### src/rtl/pdd_pkg.sv
// Shared constants, types and helper functions of the point direction block.
package pdd_pkg;

    // Angle accumulator scale: degrees with 24 fraction bits.
    localparam int TBL_FRAC = 24;
    localparam int TBL_LEN  = 24;
    // Signed accumulator width; it covers well over one full turn at this scale.
    localparam int Z_W      = 35;
    localparam int OUT_W    = 16;

    // atan(2^-i) in degrees, scaled by 2^24 and rounded to nearest.
    localparam logic [29:0] ATAN_DEG_TBL [0:TBL_LEN-1] = '{
        30'd754974720, 30'd445687602, 30'd235489088, 30'd119537938,
        30'd60000934,  30'd30029717,  30'd15018523,  30'd7509720,
        30'd3754917,   30'd1877466,   30'd938734,    30'd469367,
        30'd234684,    30'd117342,    30'd58671,     30'd29335,
        30'd14668,     30'd7334,      30'd3667,      30'd1833,
        30'd917,       30'd458,       30'd229,       30'd115
    };

    // Items whose heading is fixed by an axis-aligned vector bypass the rotator.
    typedef struct packed {
        logic               special;
        logic [OUT_W-1:0]   spec_deg;
    } pdd_ctl_t;

    // Whole degrees at the output fraction width, kept to the output field width.
    function automatic logic [OUT_W-1:0] deg_code(input int deg, input int frac);
        logic [31:0] scaled;
        scaled = 32'(deg) << frac;
        return scaled[OUT_W-1:0];
    endfunction

endpackage

### src/rtl/point_direction_degrees.sv
// Top level of the point direction block: heading of a target seen from a start point.
// Registers on the path: the front stage, one per rotation cell, and the output stage.
// Throughput: one coordinate pair per cycle; every stage of the rotation chain is
// registered and carries its own valid flag, so bubbles close up under back-pressure.
// Reset (aresetn low at a rising edge) empties every stage; pairs still in flight are
// dropped, and no result is offered until a new pair has passed through the chain.
module point_direction_degrees import pdd_pkg::*; #(
    parameter int COORD_WIDTH     = 16,
    parameter int STAGES          = 16,
    parameter int ANGLE_FRAC_BITS = 7
) (
    input  logic                  aclk,
    input  logic                  aresetn,
    input  logic                  s_tvalid,
    output logic                  s_tready,
    // s_tdata fields from bit 0 up: start_x, start_y, target_x, target_y,
    // each COORD_WIDTH bits, two's complement; zero fill to a whole byte.
    input  logic [((4*COORD_WIDTH+7)/8)*8-1:0] s_tdata,
    output logic                  m_tvalid,
    input  logic                  m_tready,
    // m_tdata fields from bit 0 up: heading_deg, 16 bits, unsigned degrees with
    // ANGLE_FRAC_BITS fraction bits.
    output logic [OUT_W-1:0]      m_tdata
);

    localparam int TDATA_W  = ((4*COORD_WIDTH+7)/8)*8;
    // Rotated vectors grow by the CORDIC gain of about 1.65 on top of the
    // one-bit-wider difference, so two guard bits are kept above it.
    localparam int XW       = COORD_WIDTH + 3;
    localparam int FULL_DEG = 360 << ANGLE_FRAC_BITS;

    // Chain links: entry 0 is the front stage output, entry STAGES the last cell.
    logic                  valid_w [0:STAGES];
    logic                  ready_w [0:STAGES];
    logic signed [XW-1:0]  x_w     [0:STAGES];
    logic signed [XW-1:0]  y_w     [0:STAGES];
    logic signed [Z_W-1:0] z_w     [0:STAGES];
    pdd_ctl_t              ctl_w   [0:STAGES];

    pdd_front #(
        .COORD_WIDTH     (COORD_WIDTH),
        .ANGLE_FRAC_BITS (ANGLE_FRAC_BITS),
        .TDATA_W         (TDATA_W),
        .XW              (XW)
    ) u_front (
        .aclk    (aclk),
        .aresetn (aresetn),
        .valid_i (s_tvalid),
        .ready_o (s_tready),
        .data_i  (s_tdata),
        .valid_o (valid_w[0]),
        .ready_i (ready_w[0]),
        .x_o     (x_w[0]),
        .y_o     (y_w[0]),
        .z_o     (z_w[0]),
        .ctl_o   (ctl_w[0])
    );

    // One cell per rotation step; cell g shifts by g and uses atan(2^-g).
    for (genvar g = 0; g < STAGES; g++) begin : g_cell
        pdd_cell #(
            .STAGE (g),
            .XW    (XW)
        ) u_cell (
            .aclk    (aclk),
            .aresetn (aresetn),
            .valid_i (valid_w[g]),
            .ready_o (ready_w[g]),
            .x_i     (x_w[g]),
            .y_i     (y_w[g]),
            .z_i     (z_w[g]),
            .ctl_i   (ctl_w[g]),
            .valid_o (valid_w[g+1]),
            .ready_i (ready_w[g+1]),
            .x_o     (x_w[g+1]),
            .y_o     (y_w[g+1]),
            .z_o     (z_w[g+1]),
            .ctl_o   (ctl_w[g+1])
        );
    end

    // The final x and y are not needed: the angle alone forms the result.
    pdd_back #(
        .ANGLE_FRAC_BITS (ANGLE_FRAC_BITS)
    ) u_back (
        .aclk     (aclk),
        .aresetn  (aresetn),
        .valid_i  (valid_w[STAGES]),
        .ready_o  (ready_w[STAGES]),
        .z_i      (z_w[STAGES]),
        .ctl_i    (ctl_w[STAGES]),
        .m_tvalid (m_tvalid),
        .m_tready (m_tready),
        .m_tdata  (m_tdata)
    );

    // The input can only be refused once every stage, the output included, is full.
    assert property (@(posedge aclk) disable iff (!aresetn)
        !s_tready |-> m_tvalid)
        else $error("input refused while the chain still has room");

    // Reset leaves nothing on offer at the output.
    assert property (@(posedge aclk)
        $past(!aresetn) |-> !m_tvalid)
        else $error("result offered straight after reset");

    // Where a full turn fits the output field, the heading stays below it.
    assert property (@(posedge aclk) disable iff (!aresetn)
        (m_tvalid && (FULL_DEG <= 65535)) |-> (32'(m_tdata) < FULL_DEG))
        else $error("heading not wrapped below a full turn");

endmodule

### src/rtl/pdd_front.sv
// Input stage: difference vector, axis special cases and half-turn pre-rotation.
module pdd_front import pdd_pkg::*; #(
    parameter int COORD_WIDTH     = 16,
    parameter int ANGLE_FRAC_BITS = 7,
    parameter int TDATA_W         = 64,
    parameter int XW              = 19
) (
    input  logic                 aclk,
    input  logic                 aresetn,
    input  logic                 valid_i,
    output logic                 ready_o,
    input  logic [TDATA_W-1:0]   data_i,
    output logic                 valid_o,
    input  logic                 ready_i,
    output logic signed [XW-1:0] x_o,
    output logic signed [XW-1:0] y_o,
    output logic signed [Z_W-1:0] z_o,
    output pdd_ctl_t             ctl_o
);

    localparam int CW = COORD_WIDTH;
    localparam logic signed [Z_W-1:0] HALF_TURN = Z_W'(180) << TBL_FRAC;

    logic signed [CW-1:0]  sx, sy, tx, ty;
    logic signed [CW:0]    dx, dy;
    logic signed [XW-1:0]  x_next, y_next;
    logic signed [Z_W-1:0] z_next;
    pdd_ctl_t              ctl_next;

    logic                  valid_reg;
    logic signed [XW-1:0]  x_reg, y_reg;
    logic signed [Z_W-1:0] z_reg;
    pdd_ctl_t              ctl_reg;

    always_comb begin
        sx = data_i[CW-1:0];
        sy = data_i[2*CW-1:CW];
        tx = data_i[3*CW-1:2*CW];
        ty = data_i[4*CW-1:3*CW];
        dx = (CW+1)'(tx) - (CW+1)'(sx);
        dy = (CW+1)'(ty) - (CW+1)'(sy);

        ctl_next.special  = 1'b0;
        ctl_next.spec_deg = '0;
        if (dy == '0) begin
            ctl_next.special  = 1'b1;
            ctl_next.spec_deg = dx[CW] ? deg_code(180, ANGLE_FRAC_BITS) : '0;
        end else if (dx == '0) begin
            ctl_next.special  = 1'b1;
            ctl_next.spec_deg = dy[CW] ? deg_code(270, ANGLE_FRAC_BITS)
                                       : deg_code(90, ANGLE_FRAC_BITS);
        end

        // Vectors in the left half-plane are turned by 180 degrees first.
        if (dx[CW]) begin
            x_next = -XW'(dx);
            y_next = -XW'(dy);
            z_next = HALF_TURN;
        end else begin
            x_next = XW'(dx);
            y_next = XW'(dy);
            z_next = '0;
        end
    end

    assign ready_o = !valid_reg || ready_i;

    always_ff @(posedge aclk) begin
        if (!aresetn) begin
            valid_reg <= 1'b0;
        end else if (ready_o) begin
            valid_reg <= valid_i;
        end
    end

    always_ff @(posedge aclk) begin
        if (ready_o && valid_i) begin
            x_reg   <= x_next;
            y_reg   <= y_next;
            z_reg   <= z_next;
            ctl_reg <= ctl_next;
        end
    end

    assign valid_o = valid_reg;
    assign x_o     = x_reg;
    assign y_o     = y_reg;
    assign z_o     = z_reg;
    assign ctl_o   = ctl_reg;

endmodule

### src/rtl/pdd_cell.sv
// One vectoring rotation cell of the shift-add chain.
module pdd_cell import pdd_pkg::*; #(
    parameter int STAGE = 0,
    parameter int XW    = 19
) (
    input  logic                  aclk,
    input  logic                  aresetn,
    input  logic                  valid_i,
    output logic                  ready_o,
    input  logic signed [XW-1:0]  x_i,
    input  logic signed [XW-1:0]  y_i,
    input  logic signed [Z_W-1:0] z_i,
    input  pdd_ctl_t              ctl_i,
    output logic                  valid_o,
    input  logic                  ready_i,
    output logic signed [XW-1:0]  x_o,
    output logic signed [XW-1:0]  y_o,
    output logic signed [Z_W-1:0] z_o,
    output pdd_ctl_t              ctl_o
);

    localparam logic signed [Z_W-1:0] STEP = Z_W'(ATAN_DEG_TBL[STAGE]);

    logic signed [XW-1:0]  xs, ys, x_next, y_next;
    logic signed [Z_W-1:0] z_next;

    logic                  valid_reg;
    logic signed [XW-1:0]  x_reg, y_reg;
    logic signed [Z_W-1:0] z_reg;
    pdd_ctl_t              ctl_reg;

    always_comb begin
        xs = x_i >>> STAGE;
        ys = y_i >>> STAGE;
        // Rotate towards the x axis; the sign of y picks the direction.
        if (!y_i[XW-1]) begin
            x_next = x_i + ys;
            y_next = y_i - xs;
            z_next = z_i + STEP;
        end else begin
            x_next = x_i - ys;
            y_next = y_i + xs;
            z_next = z_i - STEP;
        end
    end

    assign ready_o = !valid_reg || ready_i;

    always_ff @(posedge aclk) begin
        if (!aresetn) begin
            valid_reg <= 1'b0;
        end else if (ready_o) begin
            valid_reg <= valid_i;
        end
    end

    always_ff @(posedge aclk) begin
        if (ready_o && valid_i) begin
            x_reg   <= x_next;
            y_reg   <= y_next;
            z_reg   <= z_next;
            ctl_reg <= ctl_i;
        end
    end

    assign valid_o = valid_reg;
    assign x_o     = x_reg;
    assign y_o     = y_reg;
    assign z_o     = z_reg;
    assign ctl_o   = ctl_reg;

    // After pre-rotation x only ever grows, so it never turns negative.
    assert property (@(posedge aclk) disable iff (!aresetn)
        valid_reg |-> !x_reg[XW-1])
        else $error("rotation cell holds a negative x");

endmodule

### src/rtl/pdd_back.sv
// Output stage: wrap into one turn, round to the output format, hold the result.
module pdd_back import pdd_pkg::*; #(
    parameter int ANGLE_FRAC_BITS = 7
) (
    input  logic                  aclk,
    input  logic                  aresetn,
    input  logic                  valid_i,
    output logic                  ready_o,
    input  logic signed [Z_W-1:0] z_i,
    input  pdd_ctl_t              ctl_i,
    output logic                  m_tvalid,
    input  logic                  m_tready,
    output logic [OUT_W-1:0]      m_tdata
);

    localparam int SH = TBL_FRAC - ANGLE_FRAC_BITS;
    localparam logic signed [Z_W-1:0] RND      = Z_W'(1) << (SH - 1);
    localparam logic signed [Z_W-1:0] WRAP_RND = (Z_W'(360) << TBL_FRAC) + RND;
    localparam logic [Z_W-1:0]        FULL     = Z_W'(360) << ANGLE_FRAC_BITS;

    logic signed [Z_W-1:0] z_adj;
    logic [Z_W-1:0]        acc, acc_wrap;
    logic [OUT_W-1:0]      m_tdata_next;
    logic                  m_tvalid_reg;
    logic [OUT_W-1:0]      m_tdata_reg;

    always_comb begin
        // Negative angles gain a full turn in the same add as the rounding.
        z_adj    = z_i + (z_i[Z_W-1] ? WRAP_RND : RND);
        acc      = Z_W'(z_adj >>> SH);
        acc_wrap = (acc >= FULL) ? acc - FULL : acc;
        m_tdata_next = ctl_i.special ? ctl_i.spec_deg : acc_wrap[OUT_W-1:0];
    end

    assign ready_o = !m_tvalid_reg || m_tready;

    always_ff @(posedge aclk) begin
        if (!aresetn) begin
            m_tvalid_reg <= 1'b0;
        end else if (ready_o) begin
            m_tvalid_reg <= valid_i;
        end
    end

    always_ff @(posedge aclk) begin
        if (ready_o && valid_i) begin
            m_tdata_reg <= m_tdata_next;
        end
    end

    assign m_tvalid = m_tvalid_reg;
    assign m_tdata  = m_tdata_reg;

endmodule
### config.mk
export PLATFORM = sky130hd
export DESIGN_NAME = point_direction_degrees
export DESIGN_NICKNAME = d
export VERILOG_FILES = /design/src/rtl/pdd_pkg.sv /design/src/rtl/point_direction_degrees.sv /design/src/rtl/pdd_front.sv /design/src/rtl/pdd_cell.sv /design/src/rtl/pdd_back.sv
export SDC_FILE = /design/constraint.sdc
export NUM_CORES = 2
export LEC_CHECK = 0
export ABC_AREA = 1
export BUFFER_PORTS_ARGS = -buffer_cell sky130_fd_sc_hd__clkbuf_2
export CORE_AREA = 2 2 401 403
export DETAILED_ROUTE_END_ITERATION = 10
export DIE_AREA = 0 0 403 405
export PLACE_DENSITY = 0.76
export RECOVER_POWER = 100
export SETUP_SLACK_MARGIN = 0.1
export SLEW_MARGIN = 20
export SYNTH_ARGS = -nofsm -noshare
export SYNTH_HDL_FRONTEND = slang
export SYNTH_SLANG_ARGS = --single-unit
### constraint.sdc
create_clock -name aclk -period 6.2 [get_ports aclk]
set_input_delay 0.31 -clock aclk [delete_from_list [all_inputs] [get_ports aclk]]
set_output_delay 0.31 -clock aclk [all_outputs]
set_load 0.01 [all_outputs]
==> parameters.txt <==
Parameter                              Value

Run status
  Outcome ... finished with violations
  Violations in the final reports ... max-capacitance violations, max-slew violations

Global route
  Global-route usage over all layers ... between 20% and 30%
  First-pass GRT wire length ... 381.5 mm
  Maximum number of pins on one net before global-route repair ... 80
  Number of antenna violations at the first check in global routing ... 0
  Global-route congestion overflow total ... 0
  Number of global-route vias before repair ... 75.74k

Yosys
  Top cells by area in the synthesized netlist ... sky130_fd_sc_hd__edfxtp_1, sky130_fd_sc_hd__ha_1, sky130_fd_sc_hd__nand2_1
  Fraction of the yosys area taken by sequential cells ... 37.31%
  Fraction of synthesized cell area in xor and xnor cells ... 10.99%
  Warnings from Yosys ... 0
  Share of flip-flops with an asynchronous set or reset after synthesis ... 0%
  Post-synth top area cell ... sky130_fd_sc_hd__edfxtp_1
  Total of flip-flops plus latches after synthesis ... 1184
  Proportion of synthesized area in mux cells ... 0%
  Main synth FF type ... sky130_fd_sc_hd__edfxtp_1
  Distinct cells, synth ... 69
  Gate count after technology mapping ... 11.13k
  Area fraction in and, or, nand and nor cells after synthesis ... 17.35%
  Mean Syn Cell Area ... 8.518 um^2
  Largest family of logic cells by synthesized area ... simple AND/OR/NAND/NOR gates
  Fraction of synthesized cell area taken by the top area cell type ... 36.93%
  Adder-cell share of the synthesized area ... around 15%
  Number of synthesized flops with an enable pin ... 1166
  Post-synthesis instance area ... 94810 um^2
  Compound-cell area share of the yosys netlist ... about 14%

Clock network
  TritonCTS buffer count ... 137
  CTS clock-pin slew for the worst setup and hold paths ... approximately 70 ps
  CTS tree ... done
  Number of clock sinks ... 1184
  Number of resized instances in the post-cts repair step ... 0
  CTS Root Cell ... sky130_fd_sc_hd__clkbuf_16
  Bufs on Longest Clock Path ... 3
  CTS H-Tree Depth ... 4
  Clock latency of the later-clocked register in the worst-skew pair ... 800 ps

Pwr
  Power after layout ... ~0.023 W
  IR Drop Worst-Case VDD ... 294.9 uV
  LEAKAGE ... 44.45 nW
  Power per cell area ... 224.0 nW/um^2

Timing
  Relative slew slack ... -189.2%
  Tmin final ... 4619 ps
  Max-slew violation total from the final report ... 1169
  RSZ-0062 raised after global routing ... false
  Setup skew after layout ... 28.74 ps
  Share of the clock period used by the worst path after layout ... 74.50%
  Post-route setup TNS ... 0 ps
  Setup violations, final ... 0
  Transition time of the tightest slew-check pin ... 4338 ps
  Final Hold Vio Count ... 0
  Max frequency ... 216.5 MHz

Worst setup path
  Cell at the slowest stage of the critical path ... sky130_fd_sc_hd__clkbuf_1
  Critical Path AT ... between 5000 and 6000 ps
  Kind of cell adding the most delay to the critical path ... buffers and inverters
  Chain of cells forming the critical path ... clkbuf_1 -> o21ai_0 -> fa_1 -> a21oi_1 -> o21ai_0 -> a21boi_0 -> o21bai_1 -> nand2_1 -> nand2_1 -> xor2_1
  Highest fanout seen on the critical path ... 36
  Nature of the critical path startpoint ... register
  Crit. path cell count ... 10
  R2R setup slack ... 1580 ps
  Type of the worst setup path ... reg2reg
  Worst setup path startpoint ... g_cell[7].u_cell.y_o[18]
  Crit. End Element ... register
  Required time worst endpoint ... 6740 ps
  Capture point of the worst reg-to-reg path ... g_cell[8].u_cell.x_o[18]
  Number of buffers and inverters on the critical path ... 1
  Worst stage delay on the critical path ... about 1600 ps
  RR Startpoint ... g_cell[7].u_cell.y_o[18]
  Worst reg2reg path depth ... 10
  Crit path to ... g_cell[8].u_cell.x_o[18]

Placed design
  Final weighted congestion in routability-driven placement ... a little under 1
  Port Buf Inserts ... 85
  Final HPWL DP ... about 190 mm

Route
  Initial DRC Count ... approximately 6k
  Wirelength per Cell ... 17.47 um
  Number of iterations in the first detailed-routing pass ... 6
  Routed via count divided by cell count ... just under 6
  Post-detailed-routing wire length ... about 240 mm
  Remaining antenna violation count after routing ... 0
  Residual DRC count ... 0
  DR vias ... just under 80k

Cells and area
  Area Overhead vs Synth ... 8.075%
  Most frequent cells in the layout ... sky130_fd_sc_hd__nand2_1, sky130_fd_sc_hd__inv_1, sky130_fd_sc_hd__edfxtp_1, sky130_fd_sc_hd__a21oi_1, sky130_fd_sc_hd__ha_1
  Number of flip-flops under the largest register name ... 474
  Count of nets after finishing ... ~13k
  Proportion of layout cells with a drive suffix above 1 ... roughly 3.3%
  Most common cell after layout, fill and taps aside ... sky130_fd_sc_hd__nand2_1

Hold path
  Class of the worst hold path ... in2reg
  Depth of the worst hold-timing path ... 4

Floorplan
  Core box area ... 159300 um^2
  Initial Util ... approximately three fifths
  Standard-cell row count ... ~150
  Die Span Y ... 405 um
  Die area ... 163200 um^2
  Total I/O pin count ... 86
  Die width ... 403 um

Run
  Number of max-cap violations ... 19
repair_timing:
action / in CTS / in global routing
hold buffers: 3 / 0
endpoints found under the hold margin: 4 / 0
buffers inserted: 0 / 0
layout make-up:
type | instances | area, um^2
timing repair buffer | 126 | 630.6
inverter | 1256 | 4716
fill | 13337 | 56820
multi-input combinational | 8614 | 54390
sequential | 1184 | 35370
clock inverter | 92 | 1212
tap | 2086 | 2610
antenna | 1 | 2.502
clock buffer | 158 | 3527
worst min path at each step:
| stage | startpoint | endpoint | slack [ps] |
|---|---|---|---|
| floorplan | u_front.ctl_o[10] | g_cell[0].u_cell.ctl_o[10] | 400 |
| global placement | g_cell[1].u_cell.ctl_o[14] | g_cell[2].u_cell.ctl_o[14] | 400 |
| detailed placement | u_front.ctl_o[11] | g_cell[0].u_cell.ctl_o[11] | 400 |
| CTS | s_tdata[32] | u_front.x_o[0] | 9 |
| global route | s_tdata[32] | u_front.x_o[0] | 50 |
| finish | s_tdata[32] | u_front.x_o[0] | 60 |
cell families (layout without fill, tap and decap cells):
| family | count (synthesis) | after routing |
|---|---|---|
| AO/OA/AOI/OAI | 2354 | 2354 |
| flip-flops | 1184 | 1184 |
| other | 1 | 3 |
| AND/OR/NAND/NOR | 3960 | 3960 |
| adder cells (fa/ha/maj) | 1117 | 1117 |
| XOR/XNOR | 1181 | 1181 |
| buffers and inverters | 1333 | 1632 |
power by group:
part / internal, W / switching, W / leakage, nW
clock network: 0.00496 / 0.00343 / 2.28
logic: 0.00178 / 0.00324 / 31.5
registers: 0.00928 / 0.000259 / 10.7
total: 0.0160 / 0.00693 / 44.4
worst register-to-register path: stages, from the launching register on:
cell,delay [ps]
sky130_fd_sc_hd__edfxtp_1,340
sky130_fd_sc_hd__clkbuf_1,1590
sky130_fd_sc_hd__o21ai_0,580
sky130_fd_sc_hd__fa_1,610
sky130_fd_sc_hd__a21oi_1,290
sky130_fd_sc_hd__o21ai_0,230
sky130_fd_sc_hd__a21boi_0,360
sky130_fd_sc_hd__o21bai_1,100
sky130_fd_sc_hd__nand2_1,70
sky130_fd_sc_hd__nand2_1,60
sky130_fd_sc_hd__xor2_1,140
synth_stat cells, types with 17 or more instances:
library cell                   n
sky130_fd_sc_hd__and2_1       17
sky130_fd_sc_hd__o2111ai_1    21
sky130_fd_sc_hd__o21ai_0     627
sky130_fd_sc_hd__nand4_1     101
sky130_fd_sc_hd__a31oi_1     127
sky130_fd_sc_hd__o21a_1       33
sky130_fd_sc_hd__nand2_1    2078
sky130_fd_sc_hd__o211ai_1     30
sky130_fd_sc_hd__edfxtp_1   1166
sky130_fd_sc_hd__nand3b_1     21
sky130_fd_sc_hd__xor2_1      857
sky130_fd_sc_hd__o21ai_1      27
sky130_fd_sc_hd__inv_1      1243
sky130_fd_sc_hd__o31ai_1      48
sky130_fd_sc_hd__or2_2        18
sky130_fd_sc_hd__nor3_1      228
sky130_fd_sc_hd__a221oi_1     32
sky130_fd_sc_hd__xnor2_1     317
sky130_fd_sc_hd__a21o_1       98
sky130_fd_sc_hd__a21boi_0     52
sky130_fd_sc_hd__fa_1         43
sky130_fd_sc_hd__ha_1       1074
sky130_fd_sc_hd__nand3_1     422
sky130_fd_sc_hd__nor2_1      972
sky130_fd_sc_hd__a21oi_1    1100
sky130_fd_sc_hd__clkbuf_1     55
sky130_fd_sc_hd__nor4_1       53
sky130_fd_sc_hd__dfxtp_1      18
sky130_fd_sc_hd__o21bai_1     95
stage by stage:
stage | cells | util [%] | hold slack, ps | setup WS [ps] | cell area (um^2)
global route | 13516 | 64.33 | 52.43 | 1175 | 102500
CTS | 13516 | 64.45 | 9.024 | 1856 | 102700
global placement | 13263 | 61.45 | 400.8 | 2027 | 97880
detailed placement | 13263 | 61.45 | 404.5 | 1934 | 97880
floorplan | 11131 | - | 400.3 | 936.0 | 94810
finish | 13517 | 64.33 | 60.55 | 1581 | 102500
metal layers:
metal	GRT usage (%)	wire length, um	part of all wire (%)
met5	0	0	0
met4	10.72	9297	3.9
met3	3.375	10950	4.6
met2	51.15	116400	49
met1	35.17	99410	42
(Power assumes the default switching activity.)
